**config.mk**
```make
export PLATFORM = sky130hd
export DESIGN_NAME = drive_ramp_current_limiter
export DESIGN_NICKNAME = d
export VERILOG_FILES = /design/src/hdl/drc_pkg.sv /design/src/hdl/drive_ramp_current_limiter.sv /design/src/hdl/drc_div.sv /design/src/hdl/drc_lane.sv
export SDC_FILE = /design/constraint.sdc
export NUM_CORES = 2
export LEC_CHECK = 0
export ABC_AREA = 0
export ABC_CLOCK_PERIOD_IN_PS = 11100
export BUFFER_PORTS_ARGS = -buffer_cell sky130_fd_sc_hd__buf_2
export CAP_MARGIN = 20
export CORE_MARGIN = 5
export CORE_UTILIZATION = 55
export DETAILED_ROUTE_END_ITERATION = 10
export PLACE_DENSITY = 0.72
export SYNTH_ARGS = -nofsm -noshare
export SYNTH_HDL_FRONTEND = slang
export SYNTH_SLANG_ARGS = --single-unit
```
**constraint.sdc**
```tcl
create_clock -name clk -period 11.1 [get_ports clk]
set_input_delay 1.11 -clock clk [delete_from_list [all_inputs] [get_ports clk]]
set_output_delay 1.11 -clock clk [all_outputs]
set_load 0.01 [all_outputs]
```
**src/hdl/drc_pkg.sv**
```systemverilog
// drc_pkg: widths, register map, reset values, shared types and helpers
// for the drive ramp and current limiter; no dependencies
`timescale 1ns / 1ps

package drc_pkg;

  // field widths
  localparam int CMD_W   = 16;
  localparam int MAG_W   = CMD_W + 1;
  localparam int VOLT_W  = 12;
  localparam int CUR_W   = 11;
  localparam int SUM_W   = 13;
  localparam int SPV_W   = 16;
  localparam int GS_W    = 15;
  localparam int LIM_W   = 13;
  localparam int BRN_W   = 12;

  // ramp step arithmetic
  localparam int STEP_SHIFT  = 7;
  localparam int STEP_PROD_W = SPV_W + VOLT_W;
  localparam int STEP_W      = STEP_PROD_W - STEP_SHIFT;
  localparam int WIDE_W      = STEP_W + 2;

  // scaling divider
  localparam int NUM_W          = MAG_W + LIM_W;
  localparam int DEN_W          = SUM_W;
  localparam int DIV_RADIX_BITS = 2;
  localparam int DIV_STEPS      = NUM_W / DIV_RADIX_BITS;
  localparam int DIV_CNT_W      = $clog2(DIV_STEPS);

  // register port
  localparam int ADDR_W = 4;
  localparam int DATA_W = 32;

  localparam logic [1:0] REG_STEP_PER_VOLT    = 2'd0;
  localparam logic [1:0] REG_GHOST_STEP       = 2'd1;
  localparam logic [1:0] REG_CURRENT_LIMIT    = 2'd2;
  localparam logic [1:0] REG_BROWNOUT_VOLTAGE = 2'd3;

  localparam logic [SPV_W-1:0] RST_STEP_PER_VOLT    = SPV_W'(64);
  localparam logic [GS_W-1:0]  RST_GHOST_STEP       = GS_W'(256);
  localparam logic [LIM_W-1:0] RST_CURRENT_LIMIT    = LIM_W'(800);
  localparam logic [BRN_W-1:0] RST_BROWNOUT_VOLTAGE = BRN_W'(1280);

  localparam logic signed [WIDE_W-1:0] SAT_HI = WIDE_W'(2 ** (CMD_W - 1) - 1);
  localparam logic signed [WIDE_W-1:0] SAT_LO = WIDE_W'(-(2 ** (CMD_W - 1)));

  typedef struct packed {
    logic [SPV_W-1:0] step_per_volt;
    logic [GS_W-1:0]  ghost_step;
    logic [LIM_W-1:0] current_limit;
    logic [BRN_W-1:0] brownout_voltage;
  } drc_cfg_t;

  typedef struct packed {
    logic start;
    logic enable;
    logic clear;
  } lane_req_t;

  typedef struct packed {
    logic busy;
    logic done;
  } lane_stat_t;

  // clamp a wide signed value to the command range
  function automatic logic signed [CMD_W-1:0] sat16(input logic signed [WIDE_W-1:0] v);
    logic signed [CMD_W-1:0] r;
    if (v > SAT_HI) begin
      r = {1'b0, {(CMD_W - 1){1'b1}}};
    end else if (v < SAT_LO) begin
      r = {1'b1, {(CMD_W - 1){1'b0}}};
    end else begin
      r = v[CMD_W-1:0];
    end
    return r;
  endfunction

  // magnitude of a command, one bit wider so the most negative value fits
  function automatic logic [MAG_W-1:0] mag(input logic signed [CMD_W-1:0] v);
    logic [MAG_W-1:0] ext;
    ext = {v[CMD_W-1], v};
    return v[CMD_W-1] ? (~ext + MAG_W'(1)) : ext;
  endfunction

endpackage

```
**src/hdl/drive_ramp_current_limiter.sv**
```systemverilog
// drive_ramp_current_limiter: two lanes (left, right) plus an output merge
// limiting off skips ramp and scaling; with limiting on a beat takes zero,
// one or two scalings, each a radix-4 divider pass
// a new beat is taken the cycle after both lanes hand their result over
// rst is synchronous: registers reload defaults, previous and trail clear
`timescale 1ns / 1ps

module drive_ramp_current_limiter (
  input  logic                                clk,
  input  logic                                rst,
  // register port
  input  logic                                psel,
  input  logic                                penable,
  input  logic                                pwrite,
  input  logic [drc_pkg::ADDR_W-1:0]          paddr,
  input  logic [drc_pkg::DATA_W-1:0]          pwdata,
  output logic [drc_pkg::DATA_W-1:0]          prdata,
  output logic                                pready,
  // input channel
  input  logic                                in_valid,
  output logic                                in_stall,
  input  logic signed [drc_pkg::CMD_W-1:0]    left_command,
  input  logic signed [drc_pkg::CMD_W-1:0]    right_command,
  input  logic                                limit_enable,
  input  logic                                clear_history,
  input  logic [drc_pkg::VOLT_W-1:0]          supply_voltage,
  input  logic [drc_pkg::CUR_W-1:0]           left_current_a,
  input  logic [drc_pkg::CUR_W-1:0]           left_current_b,
  input  logic [drc_pkg::CUR_W-1:0]           left_current_c,
  input  logic [drc_pkg::CUR_W-1:0]           right_current_a,
  input  logic [drc_pkg::CUR_W-1:0]           right_current_b,
  input  logic [drc_pkg::CUR_W-1:0]           right_current_c,
  // output channel
  output logic                                out_valid,
  input  logic                                out_stall,
  output logic signed [drc_pkg::CMD_W-1:0]    left_drive,
  output logic signed [drc_pkg::CMD_W-1:0]    right_drive
);

  drc_pkg::drc_cfg_t                 cfg;
  drc_pkg::lane_req_t                req;
  drc_pkg::lane_stat_t               lstat;
  drc_pkg::lane_stat_t               rstat;
  logic signed [drc_pkg::CMD_W-1:0]  left_result;
  logic signed [drc_pkg::CMD_W-1:0]  right_result;
  logic                              load_out;

  // configuration registers
  assign pready = 1'b1;

  always_ff @(posedge clk) begin
    if (rst) begin
      cfg.step_per_volt    <= drc_pkg::RST_STEP_PER_VOLT;
      cfg.ghost_step       <= drc_pkg::RST_GHOST_STEP;
      cfg.current_limit    <= drc_pkg::RST_CURRENT_LIMIT;
      cfg.brownout_voltage <= drc_pkg::RST_BROWNOUT_VOLTAGE;
    end else if (psel && penable && pwrite) begin
      unique case (paddr[3:2])
        drc_pkg::REG_STEP_PER_VOLT:
          cfg.step_per_volt <= pwdata[drc_pkg::SPV_W-1:0];
        drc_pkg::REG_GHOST_STEP:
          cfg.ghost_step <= pwdata[drc_pkg::GS_W-1:0];
        drc_pkg::REG_CURRENT_LIMIT:
          cfg.current_limit <= pwdata[drc_pkg::LIM_W-1:0];
        drc_pkg::REG_BROWNOUT_VOLTAGE:
          cfg.brownout_voltage <= pwdata[drc_pkg::BRN_W-1:0];
        default: ;
      endcase
    end
  end

  // register readback
  always_comb begin
    unique case (paddr[3:2])
      drc_pkg::REG_STEP_PER_VOLT:    prdata = drc_pkg::DATA_W'(cfg.step_per_volt);
      drc_pkg::REG_GHOST_STEP:       prdata = drc_pkg::DATA_W'(cfg.ghost_step);
      drc_pkg::REG_CURRENT_LIMIT:    prdata = drc_pkg::DATA_W'(cfg.current_limit);
      drc_pkg::REG_BROWNOUT_VOLTAGE: prdata = drc_pkg::DATA_W'(cfg.brownout_voltage);
      default:                       prdata = '0;
    endcase
  end

  // input beat goes to both lanes at once
  assign in_stall   = lstat.busy | rstat.busy;
  assign req.start  = in_valid & ~in_stall;
  assign req.enable = limit_enable;
  assign req.clear  = clear_history;

  drc_lane u_left (
    .clk            (clk),
    .rst            (rst),
    .cfg            (cfg),
    .req            (req),
    .command        (left_command),
    .supply_voltage (supply_voltage),
    .current_a      (left_current_a),
    .current_b      (left_current_b),
    .current_c      (left_current_c),
    .ack            (load_out),
    .result         (left_result),
    .stat           (lstat)
  );

  drc_lane u_right (
    .clk            (clk),
    .rst            (rst),
    .cfg            (cfg),
    .req            (req),
    .command        (right_command),
    .supply_voltage (supply_voltage),
    .current_a      (right_current_a),
    .current_b      (right_current_b),
    .current_c      (right_current_c),
    .ack            (load_out),
    .result         (right_result),
    .stat           (rstat)
  );

  // merge: both lanes finished and output register free
  assign load_out = lstat.done & rstat.done & (~out_valid | ~out_stall);

  always_ff @(posedge clk) begin
    if (rst) begin
      out_valid <= 1'b0;
    end else if (load_out) begin
      out_valid <= 1'b1;
    end else if (!out_stall) begin
      out_valid <= 1'b0;
    end
  end

  always_ff @(posedge clk) begin
    if (load_out) begin
      left_drive  <= left_result;
      right_drive <= right_result;
    end
  end

  // an accepted beat keeps the lanes busy in the next cycle
  a_accept_busy: assert property (@(posedge clk) disable iff (rst)
    (in_valid && !in_stall) |=> in_stall)
    else $error("lanes not busy after input beat");

  // handing the result over frees both lanes
  a_ack_idle: assert property (@(posedge clk) disable iff (rst)
    load_out |=> (!lstat.busy && !rstat.busy))
    else $error("lane still busy after result handover");

  // a fresh output beat only comes from two finished lanes
  a_out_source: assert property (@(posedge clk) disable iff (rst)
    $rose(out_valid) |-> $past(lstat.done && rstat.done))
    else $error("output beat without finished lanes");

endmodule

```
**src/hdl/drc_div.sv**
```systemverilog
// drc_div: unsigned restoring divider, two quotient bits per cycle
// depends on drc_pkg for operand widths and step count
`timescale 1ns / 1ps

module drc_div (
  input  logic                        clk,
  input  logic                        rst,
  input  logic                        start,
  input  logic [drc_pkg::NUM_W-1:0]   dividend,
  input  logic [drc_pkg::DEN_W-1:0]   divisor,
  output logic                        done,
  output logic [drc_pkg::NUM_W-1:0]   quotient
);

  logic                           busy;
  logic [drc_pkg::DIV_CNT_W-1:0]  cnt;
  logic [drc_pkg::DEN_W-1:0]      den;
  logic [drc_pkg::DEN_W-1:0]      rem;
  logic [drc_pkg::NUM_W-1:0]      num;
  logic [drc_pkg::DEN_W-1:0]      rem_next;
  logic [drc_pkg::NUM_W-1:0]      num_next;

  // two shift-subtract steps; num shifts dividend out and quotient in
  always_comb begin
    logic [drc_pkg::DEN_W:0] trial;
    logic [drc_pkg::DEN_W:0] diff;
    logic                    qbit;
    rem_next = rem;
    num_next = num;
    for (int i = 0; i < drc_pkg::DIV_RADIX_BITS; i++) begin
      trial = {rem_next, num_next[drc_pkg::NUM_W-1]};
      diff  = trial - {1'b0, den};
      qbit  = (trial >= {1'b0, den});
      rem_next = qbit ? diff[drc_pkg::DEN_W-1:0] : trial[drc_pkg::DEN_W-1:0];
      num_next = {num_next[drc_pkg::NUM_W-2:0], qbit};
    end
  end

  // iteration control
  always_ff @(posedge clk) begin
    if (rst) begin
      busy <= 1'b0;
      done <= 1'b0;
      cnt  <= '0;
    end else begin
      done <= 1'b0;
      if (start) begin
        busy <= 1'b1;
        cnt  <= '0;
      end else if (busy) begin
        cnt <= cnt + drc_pkg::DIV_CNT_W'(1);
        if (cnt == drc_pkg::DIV_CNT_W'(drc_pkg::DIV_STEPS - 1)) begin
          busy <= 1'b0;
          done <= 1'b1;
        end
      end
    end
  end

  // datapath
  always_ff @(posedge clk) begin
    if (start) begin
      num <= dividend;
      rem <= '0;
      den <= divisor;
    end else if (busy) begin
      num <= num_next;
      rem <= rem_next;
    end
  end

  assign quotient = num;

endmodule

```
**src/hdl/drc_lane.sv**
```systemverilog
// drc_lane: one side of the limiter; ramp limit, trail decay, current and
// brownout scaling; depends on drc_pkg and drc_div
`timescale 1ns / 1ps

module drc_lane (
  input  logic                               clk,
  input  logic                               rst,
  input  drc_pkg::drc_cfg_t                  cfg,
  input  drc_pkg::lane_req_t                 req,
  input  logic signed [drc_pkg::CMD_W-1:0]   command,
  input  logic [drc_pkg::VOLT_W-1:0]         supply_voltage,
  input  logic [drc_pkg::CUR_W-1:0]          current_a,
  input  logic [drc_pkg::CUR_W-1:0]          current_b,
  input  logic [drc_pkg::CUR_W-1:0]          current_c,
  input  logic                               ack,
  output logic signed [drc_pkg::CMD_W-1:0]   result,
  output drc_pkg::lane_stat_t                stat
);

  typedef enum logic [2:0] {
    S_IDLE,
    S_STEP,
    S_RAMP,
    S_MUL,
    S_DIV,
    S_DONE
  } lane_state_t;

  lane_state_t                        state;
  logic signed [drc_pkg::CMD_W-1:0]   cmd;
  logic signed [drc_pkg::CMD_W-1:0]   prev;
  logic signed [drc_pkg::CMD_W-1:0]   trail;
  logic [drc_pkg::STEP_W-1:0]         step;
  logic [drc_pkg::VOLT_W-1:0]         volt;
  logic [drc_pkg::SUM_W-1:0]          total;
  logic                               scale_brn;
  logic                               neg;

  logic [drc_pkg::STEP_PROD_W-1:0]    step_prod;
  logic signed [drc_pkg::CMD_W-1:0]   ramp_next;
  logic signed [drc_pkg::CMD_W-1:0]   trail_next;
  logic                               over_current;
  logic                               brownout;
  logic [drc_pkg::NUM_W-1:0]          scale_prod;
  logic [drc_pkg::DEN_W-1:0]          divisor;
  logic                               div_start;
  logic                               div_done;
  logic [drc_pkg::NUM_W-1:0]          quotient;
  logic signed [drc_pkg::CMD_W-1:0]   scaled;

  // ramp step proportional to supply
  assign step_prod = {{drc_pkg::VOLT_W{1'b0}}, cfg.step_per_volt}
                   * {{drc_pkg::SPV_W{1'b0}}, volt};

  // ramp limit and trail decay, both from the old previous output
  always_comb begin
    logic signed [drc_pkg::WIDE_W-1:0] cw, pw, tw, sw, gw, dw, base, tn;
    cw = drc_pkg::WIDE_W'(cmd);
    pw = drc_pkg::WIDE_W'(prev);
    tw = drc_pkg::WIDE_W'(trail);
    sw = $signed({2'b00, step});
    gw = $signed({{(drc_pkg::WIDE_W - drc_pkg::GS_W){1'b0}}, cfg.ghost_step});
    dw = $signed({{(drc_pkg::WIDE_W - drc_pkg::MAG_W){1'b0}}, drc_pkg::mag(cmd)})
       - $signed({{(drc_pkg::WIDE_W - drc_pkg::MAG_W){1'b0}}, drc_pkg::mag(prev)});
    if (pw > cw) begin
      base = (pw < 0 && tw > 0) ? tw : pw;
      base = base - sw;
    end else begin
      base = (pw > 0 && tw < 0) ? tw : pw;
      base = base + sw;
    end
    ramp_next = (dw > sw) ? drc_pkg::sat16(base) : cmd;
    if (tw > pw) begin
      tn = tw - gw;
      if (tn > pw) tn = pw;
    end else if (tw < pw) begin
      tn = tw + gw;
      if (tn < pw) tn = pw;
    end else begin
      tn = tw;
    end
    trail_next = drc_pkg::sat16(tn);
  end

  assign over_current = (total > cfg.current_limit);
  assign brownout     = (volt < cfg.brownout_voltage);

  // scaling multiply feeds the divider's input register
  assign scale_prod = drc_pkg::NUM_W'(drc_pkg::mag(cmd))
                    * (scale_brn ? drc_pkg::NUM_W'(volt)
                                 : drc_pkg::NUM_W'(cfg.current_limit));
  assign divisor    = scale_brn ? drc_pkg::DEN_W'(cfg.brownout_voltage) : total;
  assign div_start  = (state == S_MUL);

  drc_div u_div (
    .clk      (clk),
    .rst      (rst),
    .start    (div_start),
    .dividend (scale_prod),
    .divisor  (divisor),
    .done     (div_done),
    .quotient (quotient)
  );

  // quotient magnitude never exceeds the input magnitude
  always_comb begin
    logic [drc_pkg::MAG_W-1:0] q;
    q = quotient[drc_pkg::MAG_W-1:0];
    q = neg ? (~q + drc_pkg::MAG_W'(1)) : q;
    scaled = q[drc_pkg::CMD_W-1:0];
  end

  // sequencer and lane state
  always_ff @(posedge clk) begin
    if (rst) begin
      state     <= S_IDLE;
      prev      <= '0;
      trail     <= '0;
      scale_brn <= 1'b0;
    end else begin
      unique case (state)
        S_IDLE: begin
          if (req.start) begin
            cmd   <= command;
            volt  <= supply_voltage;
            total <= drc_pkg::SUM_W'(current_a) + drc_pkg::SUM_W'(current_b)
                   + drc_pkg::SUM_W'(current_c);
            if (req.clear) prev <= '0;
            state <= req.enable ? S_STEP : S_DONE;
          end
        end
        S_STEP: begin
          step  <= step_prod[drc_pkg::STEP_PROD_W-1:drc_pkg::STEP_SHIFT];
          state <= S_RAMP;
        end
        S_RAMP: begin
          cmd   <= ramp_next;
          trail <= trail_next;
          if (over_current) begin
            scale_brn <= 1'b0;
            state     <= S_MUL;
          end else if (brownout) begin
            scale_brn <= 1'b1;
            state     <= S_MUL;
          end else begin
            prev  <= ramp_next;
            state <= S_DONE;
          end
        end
        S_MUL: begin
          neg   <= cmd[drc_pkg::CMD_W-1];
          state <= S_DIV;
        end
        S_DIV: begin
          if (div_done) begin
            cmd <= scaled;
            if (!scale_brn && brownout) begin
              scale_brn <= 1'b1;
              state     <= S_MUL;
            end else begin
              prev  <= scaled;
              state <= S_DONE;
            end
          end
        end
        S_DONE: begin
          if (ack) state <= S_IDLE;
        end
        default: state <= S_IDLE;
      endcase
    end
  end

  assign result    = cmd;
  assign stat.busy = (state != S_IDLE);
  assign stat.done = (state == S_DONE);

endmodule
```
==> out/summary.md <==
The flow ran to the end, and the final reports show no timing, DRC or antenna violations. Among cell families on the critical path, the largest total delay comes from compound AO/OA/AOI/OAI gates. STA classifies the critical path endpoint as a register.

The die covers 0.122 mm². The run gives 54,100 as the number of global-route vias before repair. Routability-driven placement finished with a final weighted congestion of 0.997. The logs give 52 for the number of clock buffers inserted by TritonCTS and 7,585 for the cell count after synthesis.

In this run the post-CTS setup repair buffer count came out at 0. The average instance area after synthesis works out to 8.34 µm². TritonCTS built the clock tree. Setup violations remaining at the end of the flow were counted as 0.

After synthesis, the largest area contributor takes up 19.8% of total cell area. Cell area after technology mapping: 0.0633 mm². The first global-routing pass estimated 311,000 µm of wire. The path type of the worst setup path is reg -> reg.

During I/O placement, the number of pins put on the boundary was 222. Setup repair after global routing left no endpoint under its margin. Dividing the detail-routed wire length by the instance count gives 21.9 µm.

The tools report the clock sink count as 411. The logs give 2 for the H-tree level count and 55.3% for the starting density of the core. Number of buffer and inverter instances along the worst setup path: 2.

The leftover overflow at the end of global routing was 0. The number of library cell types mapped by synthesis was 108; the accumulated negative setup slack was 0 ps. The critical path required time came out at 11,670 ps. The most numerous cell on the critical path is sky130_fd_sc_hd__a21oi_1. The tools report the count of yosys warnings during synthesis as 0. The largest buffer count on any clock path was 3; the critical-path maximum fanout was 17.

Of the cells placed in the final design, the portion with a size suffix greater than 1 is 6.80%. The share of flip-flops with an asynchronous set or reset after synthesis came out at 0%. The class of the most critical hold timing path is reg -> reg. The largest area contributor in the netlist was sky130_fd_sc_hd__fa_1. The cell sitting at the root of the clock tree is a sky130_fd_sc_hd__clkbuf_16. Summed over all nets, the half-perimeter wirelength after detailed placement is 161,000 µm.

In the global route stage, overall resource usage came out at 32.7%. Measured in cells, the most critical reg-to-reg path has a length of 28. The initialized floorplan defines 124 standard-cell rows.

The final wirelength came out at 202,000 µm. The largest single stage delay on the critical path is 800 ps. The hold buffer count at cts came out at 0. The first detailed-routing pass took 8 iterations. For the number of DRC markers in iteration 0, the log shows 5,715.

The post-route antenna net violation count came out at 0. The hold violation count in the final report was 0; the number of port buffers was 186. After synthesis the netlist holds a flip-flop and latch count of 411. The tools report the placed standard-cell area as 0.0659 mm². The worst hold path passes through 2 cells. The tools report the kind of start point of the critical path as a register. The overall die width was 349 µm. Number of synthesized flops with an enable pin: 244. Entering global routing, the biggest net connects 65 pins. The relative slew slack was 17.2%. After routing the design area is 0.0678 mm².

The routed design could run at a clock period as short as 8790 ps. Die boundary height: 349 µm. Most common cell after layout, fill and taps aside: sky130_fd_sc_hd__nand2_1. Leaving out fill and tap cells, the most frequent cells in the layout are sky130_fd_sc_hd__nand2_1 (1,036), sky130_fd_sc_hd__inv_1 (1,029), sky130_fd_sc_hd__ha_1 (788).

Yosys attributes the largest share of cell area to sky130_fd_sc_hd__fa_1 (20%), sky130_fd_sc_hd__ha_1 (16%), sky130_fd_sc_hd__edfxtp_1 (12%). The most used flip-flop cell after synthesis is sky130_fd_sc_hd__edfxtp_1. For the pin with the worst max-slew slack, the measured transition is 1230 ps. Detailed routing inserted a total of 56,000 vias. At the worst endpoint, the arrival time is 9360 ps. After detailed routing, the number of vias per cell comes to 6.06. The CTS clock-pin slew for the worst setup and hold paths came out at 70 ps.

Across the run, the number of max-cap violations was 0. Derived from the worst setup path, the maximum achievable clock frequency is 114 MHz. The library cell contributing the largest single delay on the critical path is sky130_fd_sc_hd__o31ai_4.

The number of max-slew violations in the final report is 0. In this run the number of cells on the critical path is 28. The later pin in the worst-skew pair is clocked with a latency of 680 ps. The area growth from synthesis to final layout came out at 7.18%. The number of antenna violations at the first check in global routing came out at 12. For the final database, setup skew stands at 43.0 ps.

Of the synthesized area, sequential elements account for 16.9%. Dividing the final minimum period by the clock period gives 79.2%. The final routed DRC violation total was 0.

The number of gates resized after CTS was 0. At the end of the flow, the number of nets in the layout was 9,251. The tools report the placeable core area as 0.114 mm².
-- final timing paths --
kind                                                 start                           to  slack, ps
worst max-delay path            u_left.result[0]$_DFFE_PP_  u_left.prev[4]$_SDFFE_PP0P_       2310
worst min-delay path                  cfg[18]$_SDFFE_PP0P_         cfg[18]$_SDFFE_PP0P_        480
worst max register to register  u_left.result[0]$_DFFE_PP_  u_left.prev[4]$_SDFFE_PP0P_       2310
worst min register to register        cfg[18]$_SDFFE_PP0P_         cfg[18]$_SDFFE_PP0P_        480
-- logic make-up (layout without fill, tap and decap cells) --
group	after synthesis	count (layout)	share of synthesized area, %
and+or+nand+nor	2310	2310	16.3
AOI/OAI and AO/OA	1603	1603	15.9
adders and majority gates	1414	1414	35.4
buffers and inverters	1360	1454	8.28
DFF	411	411	16.9
xor gates and xnor gates	380	380	5.26
muxes	105	105	1.98
other	2	53	0.0119
-- worst reg2reg max path: cells and delay by family, from the launching register on --
kind	cells	cell delay, ps
flip-flops	1	360
XOR/XNOR	1	150
buffers and inverters	2	1070
adder cells (fa/ha/maj)	3	1290
AND/OR/NAND/NOR	8	1760
AO/OA/AOI/OAI	14	4060
-- cells in the mapped netlist (24+ instances only) --
cell type / count
sky130_fd_sc_hd__nor4_1: 24
sky130_fd_sc_hd__nor3_1: 95
sky130_fd_sc_hd__fa_1: 626
sky130_fd_sc_hd__o21a_1: 82
sky130_fd_sc_hd__nor2_1: 566
sky130_fd_sc_hd__a31oi_1: 57
sky130_fd_sc_hd__ha_1: 788
sky130_fd_sc_hd__xnor2_1: 282
sky130_fd_sc_hd__and3_1: 34
sky130_fd_sc_hd__xor2_1: 98
sky130_fd_sc_hd__inv_1: 1030
sky130_fd_sc_hd__a211oi_1: 74
sky130_fd_sc_hd__nand3_1: 97
sky130_fd_sc_hd__o211ai_1: 60
sky130_fd_sc_hd__a21o_1: 112
sky130_fd_sc_hd__or3_1: 35
sky130_fd_sc_hd__nor2b_1: 68
sky130_fd_sc_hd__clkbuf_1: 256
sky130_fd_sc_hd__mux2_2: 40
sky130_fd_sc_hd__o21ai_0: 424
sky130_fd_sc_hd__clkinv_1: 29
sky130_fd_sc_hd__o21bai_1: 48
sky130_fd_sc_hd__and2_1: 130
sky130_fd_sc_hd__nand2b_1: 67
sky130_fd_sc_hd__mux2i_1: 51
sky130_fd_sc_hd__edfxtp_1: 244
sky130_fd_sc_hd__o31ai_1: 52
sky130_fd_sc_hd__nand4_1: 63
sky130_fd_sc_hd__dfxtp_1: 167
sky130_fd_sc_hd__a21oi_1: 475
sky130_fd_sc_hd__nand2_1: 1038
-- layout make-up --
class / count / area (µm²)
multi-input cells: 5859 / 47600
fillers: 10000 / 46500
flip-flops and latches: 411 / 10700
inverters: 1061 / 3980
well taps: 1512 / 1890
repair buffers: 297 / 1790
clock buffers: 63 / 1460
clock inverters: 33 / 390
diodes: 6 / 15.0
-- flip-flops by register name (all words and copies together) (netlist names), 13 cells and up --
signal	cells
cfg	56
left_drive	16
right_drive	16
u_left.prev	16
u_left.result	16
u_left.step	21
u_left.total	13
u_left.trail	16
u_left.u_div.den	13
u_left.u_div.quotient	30
u_left.u_div.rem	13
u_right.prev	16
u_right.result	16
u_right.step	21
u_right.total	13
u_right.trail	16
u_right.u_div.den	13
u_right.u_div.quotient	30
u_right.u_div.rem	13
-- layer usage --
layer	GRT usage, %	wire (µm)	up-vias
met5	0.275	183	-
met4	12.2	8180	8
met3	8.03	23400	440
met2	48.9	86200	2757
met1	46.1	84500	27200
li1	-	-	25600
-- stage by stage --
step                      hold WS (ps)  utilization (%)  worst slack [ps]  cells
final                              478             59.3              2310   9242
after global routing               498             59.3              1870   9241
after CTS                          471             59.2              2330   9230
after detailed placement           462             57.6              2390   9134
after global placement             455             57.6              2450   9132
after floorplan                    446                -              4020   7630
Power is left out: the tool's default activity adds up to more than one toggle a clock period on the data nets, which glitch-free logic cannot reach.
